$ cat config.mk
export PLATFORM = sky130hd
export DESIGN_NAME = swmb_ctrl
export DESIGN_NICKNAME = d
export VERILOG_FILES = /design/src/swmb_pkg.sv /design/src/swmb_ctrl.sv
export SDC_FILE = /design/constraint.sdc
export NUM_CORES = 1
export LEC_CHECK = 0
export BUFFER_PORTS_ARGS = -buffer_cell sky130_fd_sc_hd__buf_4
export CORE_AREA = 2 2 39 41
export DETAILED_ROUTE_END_ITERATION = 12
export DIE_AREA = 0 0 41 43
export PLACE_DENSITY = 0.72
export SYNTH_ARGS = -nofsm -noshare
export SYNTH_HDL_FRONTEND = slang
export SYNTH_SLANG_ARGS = --single-unit
export TNS_END_PERCENT = 30
$ cat constraint.sdc
create_clock -name clk_i -period 3.6 [get_ports clk_i]
set_input_delay 0.72 -clock clk_i [delete_from_list [all_inputs] [get_ports clk_i]]
set_output_delay 0.72 -clock clk_i [all_outputs]
set_load 0.02 [all_outputs]
$ cat src/swmb_pkg.sv
// ----------------------------------------------------------------------------
// swmb_pkg
// Shared types and constants of the spatial weight matrix builder.
// ----------------------------------------------------------------------------
package swmb_pkg;

  localparam int unsigned MaxSitesDefault = 64;
  localparam int unsigned DataW = 32;
  localparam int unsigned SumW  = 48;
  localparam int unsigned SizeW = 7;

  localparam logic [SizeW-1:0] SizeReset = 7'd64;

  typedef enum logic [1:0] {
    REG_CUTOFF    = 2'd0,
    REG_SIZE      = 2'd1,
    REG_INVERSE   = 2'd2,
    REG_NORMALIZE = 2'd3
  } reg_idx_e;

  typedef enum logic [3:0] {
    ST_IDLE,
    ST_WR_DIV,
    ST_WR_SQRT,
    ST_WR_SUM_RD,
    ST_WR_SUM_WB,
    ST_RD_MEM,
    ST_RD_WAIT,
    ST_RD_DIV,
    ST_RD_OUT,
    ST_CLEAR,
    ST_ROW_FIX
  } state_e;

  typedef struct packed {
    logic wr_start;
    logic div_start;
    logic sqrt_start;
    logic sum_wb;
    logic sum_rd;
    logic rd_latch;
    logic out_load;
    logic clear_step;
    logic fix_start;
  } cmd_t;

  typedef struct packed {
    logic wr_skip;
    logic wr_zero;
    logic div_done;
    logic sqrt_done;
    logic norm_bypass;
    logic clear_done;
    logic out_full;
    logic row_stale;
    logic fix_done;
  } sts_t;

endpackage

$ cat src/swmb_ctrl.sv
// ----------------------------------------------------------------------------
// swmb_ctrl
// Sequencer for load and read items, the row sum clearing pass and the row index fix.
// ----------------------------------------------------------------------------
module swmb_ctrl import swmb_pkg::*; (
  input  logic clk_i,
  input  logic rst_ni,
  input  logic in_valid_i,
  input  logic in_func_i,
  input  logic do_inverse_i,
  output logic in_ready_o,
  input  sts_t sts_i,
  output cmd_t cmd_o
);
  state_e state_q, state_d;

  always_ff @(posedge clk_i or negedge rst_ni) begin
    if (!rst_ni) state_q <= ST_CLEAR;
    else state_q <= state_d;
  end

  always_comb begin
    state_d = state_q;
    cmd_o = '0;
    in_ready_o = 1'b0;
    case (state_q)
      ST_CLEAR: begin
        if (sts_i.clear_done) state_d = ST_IDLE;
        else cmd_o.clear_step = 1'b1;
      end
      ST_IDLE: begin
        if (!sts_i.clear_done) begin
          state_d = ST_CLEAR;
        end else if (sts_i.row_stale) begin
          cmd_o.fix_start = 1'b1;
          state_d = ST_ROW_FIX;
        end else begin
          in_ready_o = 1'b1;
          if (in_valid_i) begin
            if (!in_func_i) begin
              if (!sts_i.wr_skip) begin
                cmd_o.wr_start = 1'b1;
                if (do_inverse_i) begin
                  cmd_o.div_start = 1'b1;
                  state_d = ST_WR_DIV;
                end else begin
                  state_d = ST_WR_SUM_RD;
                end
              end
            end else begin
              state_d = ST_RD_MEM;
            end
          end
        end
      end
      ST_ROW_FIX: if (sts_i.fix_done) state_d = ST_IDLE;
      ST_WR_DIV: if (sts_i.div_done) begin
        cmd_o.sqrt_start = 1'b1;
        state_d = ST_WR_SQRT;
      end
      ST_WR_SQRT: if (sts_i.sqrt_done) state_d = ST_WR_SUM_RD;
      ST_WR_SUM_RD: begin
        cmd_o.sum_rd = 1'b1;
        state_d = ST_WR_SUM_WB;
      end
      ST_WR_SUM_WB: begin
        cmd_o.sum_wb = 1'b1;
        state_d = ST_IDLE;
      end
      ST_RD_MEM: state_d = ST_RD_WAIT;
      ST_RD_WAIT: begin
        cmd_o.rd_latch = 1'b1;
        state_d = ST_RD_OUT;
      end
      ST_RD_OUT: begin
        if (!sts_i.norm_bypass) begin
          cmd_o.div_start = 1'b1;
          cmd_o.rd_latch = 1'b1;
          state_d = ST_RD_DIV;
        end else if (!sts_i.out_full) begin
          cmd_o.out_load = 1'b1;
          state_d = ST_IDLE;
        end
      end
      ST_RD_DIV: if (sts_i.div_done && !sts_i.out_full) begin
        cmd_o.out_load = 1'b1;
        state_d = ST_IDLE;
      end
      default: state_d = ST_IDLE;
    endcase
  end

`ifndef NO_ASSERTIONS
  a_ready_idle: assert property (@(posedge clk_i) disable iff (!rst_ni)
    in_ready_o |-> state_q == ST_IDLE) else $error("ready outside idle");
  a_one_cmd: assert property (@(posedge clk_i) disable iff (!rst_ni)
    $onehot0({cmd_o.sum_wb, cmd_o.out_load, cmd_o.clear_step}))
    else $error("conflicting commands");
  a_no_ready_clear: assert property (@(posedge clk_i) disable iff (!rst_ni)
    !sts_i.clear_done |-> !in_ready_o) else $error("ready during clear");
`endif
endmodule

==> impl_metrics.xml, run 1 <==
<?xml version="1.0" encoding="UTF-8"?>
<metrics>
  <group name="detailed_routing">
    <metric name="routed_wl" unit="µm">1280</metric>
    <metric name="avgRoutedWirePerCell" unit="µm">12.5</metric>
    <metric name="route.detailed.drc" unit="">0</metric>
    <metric name="detailroute.via_count" unit="">546</metric>
    <metric name="drt_iter0_markers" unit="">3</metric>
    <metric name="dr.pass1.iters" unit="">2</metric>
    <metric name="route.antenna.remaining_nets" unit="">0</metric>
    <metric name="drt-vias-per-instance" unit="">5.30</metric>
  </group>
  <group name="critical_path">
    <metric name="critical_path_peak_fanout" unit="">15</metric>
    <metric name="setup.worst_path.class" unit="">reg2out</metric>
    <metric name="cp.buffers_inverters" unit="">1</metric>
    <metric name="worst_path_dominant_cell_family" unit="">simple AND/OR/NAND/NOR gates</metric>
    <metric name="worst_setup_path_startpoint" unit="">state_q[1]</metric>
    <metric name="crit_required" unit="ns">2.88</metric>
    <metric name="worstSetupEndpointType" unit="">output pin</metric>
    <metric name="critical_path.max_stage_delay" unit="ns">0.56</metric>
    <metric name="r2r-start" unit="">state_q[1]</metric>
    <metric name="cp-start-kind" unit="">register</metric>
    <metric name="worst-r2r-cell-count" unit="">4</metric>
    <metric name="worst-r2r-setup-slack" unit="ns">1.86</metric>
    <metric name="cell_at_the_slowest_stage_of_the_critical_path" unit="">dfrtp_1</metric>
    <metric name="crit_chain" unit="">nor4_4 -&gt; and2_1 -&gt; nor4b_4 -&gt; a22o_1 -&gt; buf_4</metric>
    <metric name="worst_ep_arrival_time" unit="ns">1.95</metric>
    <metric name="timing.rr.end" unit="">state_q[2]</metric>
  </group>
  <group name="sta">
    <metric name="rsz_0062_raised_after_global_routing" unit="">no</metric>
    <metric name="setup_total_negative_slack" unit="ns">0</metric>
    <metric name="final-hold-violation-count" unit="">0</metric>
    <metric name="worst_pin_slew" unit="ns">0.517</metric>
    <metric name="layout_setup_ws" unit="ns">0.933</metric>
    <metric name="finalSetupViolations" unit="">0</metric>
    <metric name="timing.final.crit_share" unit="%">74.1</metric>
    <metric name="slew_headroom" unit="%">65.5</metric>
    <metric name="slew_violations" unit="">0</metric>
    <metric name="fmaxAchievable" unit="MHz">375</metric>
    <metric name="fin_hold_ws" unit="ns">0.255</metric>
    <metric name="fin_worst_skew" unit="ns">0.0142</metric>
    <metric name="final_min_period" unit="ns">2.67</metric>
  </group>
  <group name="layout">
    <metric name="largest_register" unit="">state_q</metric>
    <metric name="n_fill_cell" unit="">151</metric>
    <metric name="antenna_cells" unit="">0</metric>
    <metric name="area.growth.synth_to_final" unit="%">27.4</metric>
    <metric name="final_cell_area" unit="µm²">711</metric>
    <metric name="final_layout_size_suffix_gt1_share" unit="%">40.2</metric>
    <metric name="layout.nets" unit="">102</metric>
    <metric name="reg.largest.list" unit="">state_q (4)</metric>
    <metric name="flip_flop_count_of_the_largest_register_all_copies_and_words_added" unit="">4</metric>
  </group>
  <group name="floorplanning">
    <metric name="num_rows" unit="">14</metric>
    <metric name="top_level_ports" unit="">24</metric>
    <metric name="die_w" unit="µm">41</metric>
    <metric name="fp.dieArea" unit="µm²">1760</metric>
    <metric name="floorplan.initialDensity" unit="%">40.3</metric>
    <metric name="die_height" unit="µm">43</metric>
    <metric name="core_ar" unit="µm²">1380</metric>
  </group>
  <group name="clock_tree">
    <metric name="cts_resized" unit="">0</metric>
    <metric name="cts_num_sinks" unit="">4</metric>
    <metric name="clkLatencyLatePin" unit="ns">0.25</metric>
    <metric name="cts_max_level" unit="">1</metric>
    <metric name="holdBufCountCts" unit="">0</metric>
    <metric name="tritoncts" unit="">done</metric>
    <metric name="ctsLongestPathBuffers" unit="">2</metric>
    <metric name="numCtsBuffers" unit="">3</metric>
    <metric name="clock-root-buffer" unit="">clkbuf_4</metric>
    <metric name="postCtsSetupRepairBufs" unit="">0</metric>
    <metric name="clkTransAtPathRegs" unit="ns">0.05</metric>
  </group>
  <group name="yosys">
    <metric name="synth-xor-area-share" unit="%">0</metric>
    <metric name="yosys.area_share.adder" unit="%">0</metric>
    <metric name="yosys_register_bits" unit="">4</metric>
    <metric name="dominant_combinational_cell_family_by_area_after_synthesis" unit="">simple AND/OR/NAND/NOR gates</metric>
    <metric name="mappedNetlistNets" unit="">80</metric>
    <metric name="synth_compound_area_share" unit="%">23.3</metric>
    <metric name="yosys.area.top_type_share" unit="%">9.42</metric>
    <metric name="synth.yosys.seq_area_share" unit="%">18.4</metric>
    <metric name="synth_simple_gate_area_share" unit="%">43.3</metric>
    <metric name="yosys-mux-area-fraction" unit="%">1.79</metric>
    <metric name="synth.yosys.warnings" unit="">0</metric>
    <metric name="synth-async-reset-ratio" unit="%">100</metric>
    <metric name="synthCells" unit="">66</metric>
    <metric name="netlist_top_cells_area" unit="">dfstp_2, dfrtp_1, buf_6</metric>
    <metric name="syn_area" unit="µm²">558</metric>
    <metric name="synth_enable_flop_cells" unit="">0</metric>
    <metric name="synth_top_flop_cell" unit="">dfstp_2</metric>
    <metric name="yosys.cell_types.count" unit="">35</metric>
    <metric name="synth_area_leader_cell" unit="">dfstp_2</metric>
    <metric name="avgSynthCellArea" unit="µm²">8.46</metric>
  </group>
  <group name="global_routing">
    <metric name="grt_use_total" unit="%">17.5</metric>
    <metric name="grt_antenna_before_repair" unit="">0</metric>
    <metric name="grt_pass1_wl" unit="µm">2110</metric>
    <metric name="grt_overflow" unit="">0</metric>
    <metric name="first_global_vias" unit="">492</metric>
    <metric name="pin_count_of_the_biggest_net_entering_global_routing" unit="">16</metric>
  </group>
  <group name="placement">
    <metric name="dp_hpwl" unit="µm">982</metric>
    <metric name="gp_congestion" unit="">0.836</metric>
    <metric name="placement.setup.worst_slack" unit="ns">1.12</metric>
    <metric name="port_buffers" unit="">22</metric>
    <metric name="placement.cell_area" unit="µm²">684</metric>
  </group>
  <group name="hold_path">
    <metric name="min-delay-path-class" unit="">in2async</metric>
  </group>
  <group name="pwr">
    <metric name="power_frac_clock" unit="%">13.7</metric>
    <metric name="vdd_drop_max" unit="V">0.000281</metric>
    <metric name="switching_pwr" unit="W">0.000223</metric>
    <metric name="power_per_cell_area" unit="nW/µm²">660</metric>
    <metric name="design_power_total" unit="W">0.000469</metric>
    <metric name="part_of_the_total_power_dissipated_in_combinational_logic" unit="%">56.4</metric>
    <metric name="total_leakage_power" unit="nW">0.310</metric>
    <metric name="power.switching_fraction" unit="%">47.5</metric>
    <metric name="p_int" unit="W">0.000246</metric>
    <metric name="power.share.sequential" unit="%">29.9</metric>
  </group>
  <group name="run">
    <metric name="max_cap_violations" unit="">0</metric>
  </group>
  <group name="status">
    <metric name="run_status" unit="">finished, final reports clean</metric>
  </group>
</metrics>
[layer usage]
metal	vias up	track usage, %	routed length [µm]
li1	287	-	-
met5	-	0	0
met1	249	25.1	619
met2	10	24.4	624
met3	0	4.71	39
met4	0	6.00	0
[final cells by class]
class / count / area, µm² / share of cell area [%]
well taps: 16 / 20.0 / 2.82
repair buffers: 22 / 165 / 23.2
clock buffers: 4 / 26.3 / 3.70
flip-flops and latches: 4 / 103 / 14.4
multi-input cells: 53 / 382 / 53.7
inverters: 4 / 15.0 / 2.11
[worst max path at each step]
stage,end,cells past startpoint
2_1_floorplan,cmd_o[7],4
3_3_place_gp,cmd_o[7],6
3_5_place_dp,cmd_o[7],6
4_1_cts,cmd_o[7],5
5_1_grt,cmd_o[7],5
6_report,cmd_o[7],5
[Yosys cell counts, types with 2 or more instances]
cell	count
a31oi_1	2
nor3_1	3
nor2_1	4
buf_6	4
o21ai_1	2
dfrtp_1	2
nor3b_1	4
a21oi_1	3
nor3b_2	2
dfstp_2	2
nor2b_1	3
o211ai_1	2
nand2_1	3
and2_1	3
o22ai_1	2
inv_1	4
o21ai_0	3
[layout by cell type, fill, tap and decap left out, drive strengths merged, types with 2 or more instances in the layout]
master,Yosys,final
and3,2,2
a22o,2,2
o22ai,2,2
nor3b,6,6
o21ai,5,5
nor3,3,3
a31oi,2,2
buf,4,22
clkbuf,1,4
dfrtp,2,2
dfstp,2,2
nor2b,3,3
a21oi,3,3
and4,2,2
nand2,3,3
inv,4,4
o211ai,2,2
and2,3,3
nor2,4,4
[power groups by stage]
stage               Sequential [W]  Clock [W]  Combinational (W)
CTS                       0.000140  0.0000675           0.000265
global route              0.000148  0.0000728           0.000296
global placement          0.000141          0           0.000262
finish                    0.000140  0.0000642           0.000265
detailed placement        0.000140          0           0.000264
floorplan                0.0000925          0           0.000283
[stage by stage]
stage / util, % / cells
2_1_floorplan: - / 66
3_3_place_gp: 49.5 / 99
3_5_place_dp: 49.5 / 99
4_1_cts: 51.4 / 103
5_1_grt: 51.4 / 103
6_report: 51.4 / 103
[cell families (layout without fill, tap and decap cells)]
family | Yosys count | after routing
compound gates | 20 | 20
buf+inv | 9 | 30
flops | 4 | 4
mux | 1 | 1
simple gates | 32 | 32
[worst reg2reg max path: stages (launching register included)]
cell and delay (ns):
dfrtp_1 0.56, nor4_4 0.40, o211ai_1 0.15, and4_1 0.29, a22o_2 0.23
(Power assumes the default switching activity.)
==> run 2: changes to the inputs <==
ABC_AREA = 1   (was default)
PLACE_DENSITY = 0.69   (was 0.72)
clock period = 2.5 ns   (was 3.6 ns; I/O delays follow)
==> impl_metrics.xml, run 2 <==
<?xml version="1.0" encoding="UTF-8"?>
<metrics>
  <group name="critical_path">
    <metric name="setup.worst_path.class" unit="">reg2out</metric>
    <metric name="critical_path.max_stage_delay" unit="ns">0.44</metric>
    <metric name="library_cell_appearing_most_often_on_the_critical_path" unit="">nor3_2</metric>
    <metric name="r2r-start" unit="">state_q[0]</metric>
    <metric name="worst-path-stages" unit="">6</metric>
    <metric name="worst-r2r-setup-slack" unit="ns">1.08</metric>
    <metric name="cell_at_the_slowest_stage_of_the_critical_path" unit="">dfrtp_1</metric>
    <metric name="worstSetupEndpointType" unit="">output pin</metric>
    <metric name="crit_chain" unit="">nor2_2 -&gt; nand2_2 -&gt; nor3_2 -&gt; nand2_1 -&gt; nor3_2 -&gt; buf_4</metric>
    <metric name="worst_setup_path_startpoint" unit="">state_q[1]</metric>
    <metric name="worst_path_dominant_cell_family" unit="">simple AND/OR/NAND/NOR gates</metric>
    <metric name="cp-start-kind" unit="">register</metric>
    <metric name="crit_required" unit="ns">2.00</metric>
    <metric name="worst_ep_arrival_time" unit="ns">1.58</metric>
    <metric name="crit_path_end" unit="">cmd_o[8]</metric>
    <metric name="cp.buffers_inverters" unit="">1</metric>
    <metric name="critical_path_peak_fanout" unit="">5</metric>
    <metric name="timing.rr.end" unit="">state_q[1]</metric>
    <metric name="worst-r2r-cell-count" unit="">9</metric>
  </group>
  <group name="sta">
    <metric name="rsz_0062_raised_after_global_routing" unit="">no</metric>
    <metric name="fmaxAchievable" unit="MHz">482</metric>
    <metric name="setup_total_negative_slack" unit="ns">0</metric>
    <metric name="fin_worst_skew" unit="ns">0.00329</metric>
    <metric name="timing.final.crit_share" unit="%">83.0</metric>
    <metric name="finalSetupViolations" unit="">0</metric>
    <metric name="slew_headroom" unit="%">84.2</metric>
    <metric name="final-hold-violation-count" unit="">0</metric>
    <metric name="fin_hold_ws" unit="ns">0.0488</metric>
    <metric name="worst_pin_slew" unit="ns">0.236</metric>
    <metric name="slew_violations" unit="">0</metric>
    <metric name="final_min_period" unit="ns">2.08</metric>
  </group>
  <group name="yosys">
    <metric name="synth-xor-area-share" unit="%">0</metric>
    <metric name="avgSynthCellArea" unit="µm²">5.66</metric>
    <metric name="synth_simple_gate_area_share" unit="%">64.8</metric>
    <metric name="yosys.cell_count.top_type" unit="">nand2_1</metric>
    <metric name="yosys.area.top_type_share" unit="%">17.8</metric>
    <metric name="synth_top_flop_cell" unit="">dfstp_2</metric>
    <metric name="yosys-mux-area-fraction" unit="%">0</metric>
    <metric name="netlist_top_cells_area" unit="">nand2_1, dfstp_2, inv_1</metric>
    <metric name="synth_compound_area_share" unit="%">4.28</metric>
    <metric name="dominant_combinational_cell_family_by_area_after_synthesis" unit="">simple AND/OR/NAND/NOR gates</metric>
    <metric name="synth_enable_flop_cells" unit="">0</metric>
    <metric name="synthCells" unit="">93</metric>
    <metric name="synth.yosys.warnings" unit="">0</metric>
    <metric name="yosys.area_share.adder" unit="%">0</metric>
    <metric name="mappedNetlistNets" unit="">107</metric>
    <metric name="yosys_register_bits" unit="">4</metric>
    <metric name="synth_area_leader_cell" unit="">nand2_1</metric>
    <metric name="synth-async-reset-ratio" unit="%">100</metric>
    <metric name="synthTopCellsByCount" unit="">nand2_1, inv_1, nor2_1, nand3_1, nand2_2</metric>
    <metric name="yosys.cell_types.count" unit="">17</metric>
    <metric name="synth.yosys.seq_area_share" unit="%">19.5</metric>
    <metric name="syn_area" unit="µm²">527</metric>
  </group>
  <group name="detailed_routing">
    <metric name="avgRoutedWirePerCell" unit="µm">9.44</metric>
    <metric name="route.detailed.drc" unit="">0</metric>
    <metric name="routed_wl" unit="µm">1270</metric>
    <metric name="dr.pass1.iters" unit="">4</metric>
    <metric name="drt_iter0_markers" unit="">4</metric>
    <metric name="route.antenna.remaining_nets" unit="">0</metric>
    <metric name="detailroute.via_count" unit="">617</metric>
    <metric name="drt-vias-per-instance" unit="">4.60</metric>
  </group>
  <group name="placement">
    <metric name="port_buffers" unit="">22</metric>
    <metric name="gp_congestion" unit="">0.814</metric>
    <metric name="place_inst" unit="">131</metric>
    <metric name="dp_hpwl" unit="µm">1070</metric>
  </group>
  <group name="clock_tree">
    <metric name="numCtsBuffers" unit="">3</metric>
    <metric name="cts_resized" unit="">0</metric>
    <metric name="tritoncts" unit="">done</metric>
    <metric name="cts_max_level" unit="">1</metric>
    <metric name="clkTransAtPathRegs" unit="ns">0.04</metric>
    <metric name="postCtsSetupRepairBufs" unit="">0</metric>
    <metric name="clkLatencyLatePin" unit="ns">0.24</metric>
    <metric name="holdBufCountCts" unit="">0</metric>
    <metric name="ctsLongestPathBuffers" unit="">2</metric>
    <metric name="clock-root-buffer" unit="">clkbuf_4</metric>
    <metric name="cts_num_sinks" unit="">4</metric>
  </group>
  <group name="layout">
    <metric name="area.growth.synth_to_final" unit="%">39.4</metric>
    <metric name="largest_register" unit="">state_q</metric>
    <metric name="final_layout_size_suffix_gt1_share" unit="%">37.3</metric>
    <metric name="layout.nets" unit="">134</metric>
    <metric name="reg.largest.list" unit="">state_q (4)</metric>
    <metric name="post_layout_nonfiller_instances" unit="">134</metric>
    <metric name="mostFrequentLayoutCell" unit="">nand2_1</metric>
    <metric name="n_fill_cell" unit="">150</metric>
    <metric name="mostFrequentLayoutCells" unit="">nand2_1, buf_4, inv_1</metric>
    <metric name="antenna_cells" unit="">0</metric>
    <metric name="flip_flop_count_of_the_largest_register_all_copies_and_words_added" unit="">4</metric>
  </group>
  <group name="global_routing">
    <metric name="grt_overflow" unit="">0</metric>
    <metric name="first_global_vias" unit="">534</metric>
    <metric name="grt_pass1_wl" unit="µm">2040</metric>
    <metric name="grt_antenna_before_repair" unit="">0</metric>
    <metric name="grt_use_total" unit="%">16.5</metric>
    <metric name="pin_count_of_the_biggest_net_entering_global_routing" unit="">8</metric>
  </group>
  <group name="run">
    <metric name="max_cap_violations" unit="">0</metric>
  </group>
  <group name="pwr">
    <metric name="power_frac_clock" unit="%">11.9</metric>
    <metric name="p_int" unit="W">0.000320</metric>
    <metric name="power.share.sequential" unit="%">22.7</metric>
    <metric name="switching_pwr" unit="W">0.000352</metric>
    <metric name="power.switching_fraction" unit="%">52.4</metric>
    <metric name="power_per_cell_area" unit="nW/µm²">915</metric>
    <metric name="part_of_the_total_power_dissipated_in_combinational_logic" unit="%">65.4</metric>
    <metric name="total_leakage_power" unit="nW">0.431</metric>
    <metric name="vdd_drop_max" unit="V">0.000311</metric>
  </group>
  <group name="floorplanning">
    <metric name="floorplan.initialDensity" unit="%">38.1</metric>
    <metric name="fp.dieArea" unit="µm²">1760</metric>
    <metric name="die_w" unit="µm">41</metric>
    <metric name="top_level_ports" unit="">24</metric>
    <metric name="num_rows" unit="">14</metric>
    <metric name="core_ar" unit="µm²">1380</metric>
    <metric name="die_height" unit="µm">43</metric>
  </group>
  <group name="status">
    <metric name="run_status" unit="">finished, final reports clean</metric>
  </group>
  <group name="hold_path">
    <metric name="min-delay-path-class" unit="">in2async</metric>
  </group>
</metrics>
==> run 2: cell count changes in the layout (fill, tap and decap cells not counted), moves of 3 or more <==
cell / previous run / this run
a21oi_1: 3 / 0
nand3_1: 1 / 9
nor2_1: 4 / 12
nor2_2: 0 / 4
nand2_1: 3 / 25
nor2b_1: 3 / 0
nand4_1: 0 / 4
nor3b_1: 4 / 0
nand2_2: 0 / 7
and2_1: 3 / 0
inv_1: 4 / 14
==> run 2: power groups by stage <==
stage               registers [W]  logic [W]  clock network [W]
global placement         0.000152   0.000439                  0
floorplan                0.000140   0.000330                  0
CTS                      0.000151   0.000442          0.0000841
finish                   0.000153   0.000439          0.0000800
detailed placement       0.000152   0.000440                  0
global route             0.000158   0.000499          0.0000872
==> run 2: routing by layer <==
metal	track usage (%)	wire, µm	vias up
met5	0	0	-
met3	2.09	92	2
met4	6.00	19	0
li1	-	-	344
met1	21.4	577	249
met2	26.6	575	22
==> run 2: final cells by class <==
cell class,count,area (µm²),area share (%)
multi-input combinational,73,364,49.6
clock buffer,3,22.5,3.07
sequential,4,103,14.0
timing repair buffer,22,165,22.5
inverter,16,60.1,8.18
tap,16,20.0,2.73
==> run 2: stage by stage <==
step / setup slack (ns) / total power, W / util [%] / cell area [µm²]
2_1_floorplan: 0.544 / 0.000470 / - / 527
3_3_place_gp: 0.690 / 0.000591 / 51.4 / 712
3_5_place_dp: 0.682 / 0.000592 / 51.4 / 712
4_1_cts: 0.412 / 0.000677 / 53.1 / 734
5_1_grt: 0.294 / 0.000744 / 53.1 / 734
6_report: 0.425 / 0.000672 / 53.1 / 734
==> run 2: worst min-delay path by stage <==
stage,endpoint,depth (start not counted),startpoint,slack [ns]
after detailed placement,state_q[1],1,rst_ni,0.30
after CTS,state_q[2],1,rst_ni,0.04
after floorplan,state_q[1],0,rst_ni,0.20
after global routing,state_q[2],1,rst_ni,0.04
after global placement,state_q[1],1,rst_ni,0.29
final,state_q[2],1,rst_ni,0.05
==> run 2: cells by family (layout without fill, tap and decap cells) <==
kind of cell / count (synthesis) / in the layout
buffers and inverters: 16 / 41
AO/OA/AOI/OAI: 4 / 4
AND/OR/NAND/NOR: 69 / 69
flip-flops: 4 / 4
==> run 2: worst register-to-register path, cell delays in order, from the launching register on <==
cell     delay, ns
dfstp_2       0.59
nor2_2        0.09
nand2_2       0.14
inv_2         0.06
nand2_2       0.06
nand2_2       0.06
nor2_4        0.12
nand2_2       0.08
nand2_1       0.06
nand2_1       0.05
==> run 3: changes to the inputs <==
ABC_AREA = 0   (was 1)
PLACE_DENSITY = 0.72   (was 0.69)
clock period = 2 ns   (was 2.5 ns; I/O delays follow)
==> impl_metrics.xml, run 3 (same netlist as run 1, synthesis figures left out) <==
<?xml version="1.0" encoding="UTF-8"?>
<metrics>
  <group name="status">
    <metric name="run_status" unit="">finished with violations</metric>
    <metric name="violated_checks" unit="">setup timing</metric>
  </group>
  <group name="detailed_routing">
    <metric name="drt_iter0_markers" unit="">10</metric>
    <metric name="route.antenna.remaining_nets" unit="">0</metric>
    <metric name="avgRoutedWirePerCell" unit="µm">13.1</metric>
    <metric name="dr.pass1.iters" unit="">4</metric>
    <metric name="detailroute.via_count" unit="">596</metric>
    <metric name="route.detailed.drc" unit="">0</metric>
    <metric name="routed_wl" unit="µm">1420</metric>
    <metric name="drt-vias-per-instance" unit="">5.47</metric>
  </group>
  <group name="layout">
    <metric name="layout.nets" unit="">109</metric>
    <metric name="post_layout_nonfiller_instances" unit="">109</metric>
    <metric name="mostFrequentLayoutCells" unit="">buf_4, nor2_1, inv_1, nor3b_1</metric>
    <metric name="area.growth.synth_to_final" unit="%">40.4</metric>
    <metric name="reg.largest.list" unit="">state_q (4)</metric>
    <metric name="final_util" unit="%">56.6</metric>
    <metric name="n_fill_cell" unit="">143</metric>
    <metric name="mostFrequentLayoutCell" unit="">buf_4</metric>
    <metric name="largest_register" unit="">state_q</metric>
    <metric name="combined_area_of_the_multi_input_logic_cells" unit="µm²">395</metric>
    <metric name="ff_latch_area" unit="µm²">103</metric>
    <metric name="antenna_cells" unit="">0</metric>
    <metric name="flip_flop_count_of_the_largest_register_all_copies_and_words_added" unit="">4</metric>
    <metric name="final_layout_size_suffix_gt1_share" unit="%">46.2</metric>
  </group>
  <group name="clock_tree">
    <metric name="ctsLongestPathBuffers" unit="">2</metric>
    <metric name="cts_num_sinks" unit="">4</metric>
    <metric name="cts_max_level" unit="">1</metric>
    <metric name="clkTransAtPathRegs" unit="ns">0.04</metric>
    <metric name="clock-root-buffer" unit="">clkbuf_4</metric>
    <metric name="tritoncts" unit="">done</metric>
    <metric name="clkLatencyLatePin" unit="ns">0.23</metric>
    <metric name="numCtsBuffers" unit="">3</metric>
  </group>
  <group name="floorplanning">
    <metric name="fp.dieArea" unit="µm²">1760</metric>
    <metric name="core_ar" unit="µm²">1380</metric>
    <metric name="floorplan.initialDensity" unit="%">40.3</metric>
    <metric name="top_level_ports" unit="">24</metric>
    <metric name="die_w" unit="µm">41</metric>
    <metric name="die_height" unit="µm">43</metric>
    <metric name="num_rows" unit="">14</metric>
  </group>
  <group name="global_routing">
    <metric name="grt_most_used_layer" unit="">met2</metric>
    <metric name="grt_antenna_before_repair" unit="">0</metric>
    <metric name="grt_pass1_wl" unit="µm">2130</metric>
    <metric name="met1_global_route_usage" unit="%">23.8</metric>
    <metric name="grtUsageMet2" unit="%">24.1</metric>
    <metric name="first_global_vias" unit="">525</metric>
    <metric name="grt_overflow" unit="">0</metric>
    <metric name="pin_count_of_the_biggest_net_entering_global_routing" unit="">15</metric>
    <metric name="gr-usage-met3" unit="%">5.24</metric>
    <metric name="grt_use_total" unit="%">17.0</metric>
  </group>
  <group name="sta">
    <metric name="layout_setup_ws" unit="ns">-0.0535</metric>
    <metric name="timing.final.crit_share" unit="%">103</metric>
    <metric name="slew_violations" unit="">0</metric>
    <metric name="final-hold-violation-count" unit="">0</metric>
    <metric name="final_min_period" unit="ns">2.05</metric>
    <metric name="finalSetupViolations" unit="">1</metric>
    <metric name="slew_headroom" unit="%">82.0</metric>
    <metric name="fmaxAchievable" unit="MHz">487</metric>
    <metric name="fin_hold_ws" unit="ns">0.508</metric>
    <metric name="worst_pin_slew" unit="ns">0.269</metric>
    <metric name="rsz_0062_raised_after_global_routing" unit="">yes</metric>
    <metric name="fin_worst_skew" unit="ns">0.00234</metric>
  </group>
  <group name="pwr">
    <metric name="switching_pwr" unit="W">0.000428</metric>
    <metric name="vdd_drop_max" unit="V">0.000548</metric>
    <metric name="power.switching_fraction" unit="%">45.8</metric>
    <metric name="total_leakage_power" unit="nW">0.350</metric>
    <metric name="power_per_cell_area" unit="nW/µm²">1190</metric>
    <metric name="part_of_the_total_power_dissipated_in_combinational_logic" unit="%">70.0</metric>
    <metric name="p_int" unit="W">0.000506</metric>
    <metric name="power_frac_clock" unit="%">10.7</metric>
    <metric name="power.share.sequential" unit="%">19.3</metric>
  </group>
  <group name="hold_path">
    <metric name="min-delay-path-class" unit="">in2async</metric>
  </group>
  <group name="critical_path">
    <metric name="crit_required" unit="ns">1.60</metric>
    <metric name="cp.buffers_inverters" unit="">1</metric>
    <metric name="worst_path_dominant_cell_family" unit="">simple AND/OR/NAND/NOR gates</metric>
    <metric name="cell_at_the_slowest_stage_of_the_critical_path" unit="">dfrtp_1</metric>
    <metric name="worst_ep_arrival_time" unit="ns">1.65</metric>
    <metric name="cp-start-kind" unit="">register</metric>
    <metric name="crit_chain" unit="">nor4_4 -&gt; and2_4 -&gt; nor4b_4 -&gt; a22o_1 -&gt; buf_6</metric>
    <metric name="critical_path.max_stage_delay" unit="ns">0.40</metric>
    <metric name="setup.worst_path.class" unit="">reg2out</metric>
    <metric name="worstSetupEndpointType" unit="">output pin</metric>
    <metric name="critical_path_peak_fanout" unit="">3</metric>
  </group>
  <group name="placement">
    <metric name="place_inst" unit="">104</metric>
    <metric name="dp_hpwl" unit="µm">1060</metric>
    <metric name="port_buffers" unit="">22</metric>
    <metric name="gp_congestion" unit="">0.850</metric>
  </group>
  <group name="run">
    <metric name="max_cap_violations" unit="">0</metric>
  </group>
</metrics>
## run 3: layer usage
metal  routed length (µm)  vias up  part of all wire [%]
li1                     -      299                     -
met1                  660      286                    46
met2                  733       11                    51
met3                   30        0                   2.1
met4                    0        0                     0
met5                    0        -                     0
## run 3: area by class of cell
| class | instances | area share [%] |
|---|---|---|
| clock buffers | 3 | 2.88 |
| inverters | 4 | 1.92 |
| multi-input cells | 53 | 50.5 |
| flip-flops and latches | 4 | 13.1 |
| well taps | 16 | 2.56 |
| repair buffers | 29 | 29.1 |
## run 3: worst paths after layout
kind	startpoint	to	slack (ns)	cells past startpoint
max	state_q[1]	cmd_o[7]	-0.05	5
min	rst_ni	state_q[2]	0.51	2
max reg2reg	state_q[3]	state_q[1]	0.26	5
min reg2reg	state_q[3]	state_q[3]	0.77	3
max in group asynchronous	rst_ni	state_q[3]	1.30	2
min in group clk_i	sts_i[2]	state_q[2]	0.55	3
## run 3: timing repair
item / in CTS / in global routing
buffers inserted: 1 / 0
pin swaps: 1 / 0
hold endpoints to repair: 2 / 0
hold buffers: 1 / 0
cloned: 0 / 0
gates resized for setup: 1 / 3
endpoints found under the setup margin: 2 / 4
## run 3: power groups by stage
stage | Clock, W | Sequential, W | Combinational (W)
2_1_floorplan | 0 | 0.000166 | 0.000513
3_3_place_gp | 0 | 0.000179 | 0.000604
3_5_place_dp | 0 | 0.000179 | 0.000611
4_1_cts | 0.000105 | 0.000179 | 0.000635
5_1_grt | 0.000111 | 0.000185 | 0.000711
6_report | 0.0000997 | 0.000181 | 0.000654
## run 3: stage by stage
stage	power (W)	setup TNS (ns)	setup slack [ns]	cell area, µm²
2_1_floorplan	0.000679	-0.0124	-0.0124	561
3_3_place_gp	0.000782	0	0.163	724
3_5_place_dp	0.000790	0	0.165	724
4_1_cts	0.000919	-0.0586	-0.0586	769
5_1_grt	0.00101	-0.213	-0.124	783
6_report	0.000934	-0.0535	-0.0535	783
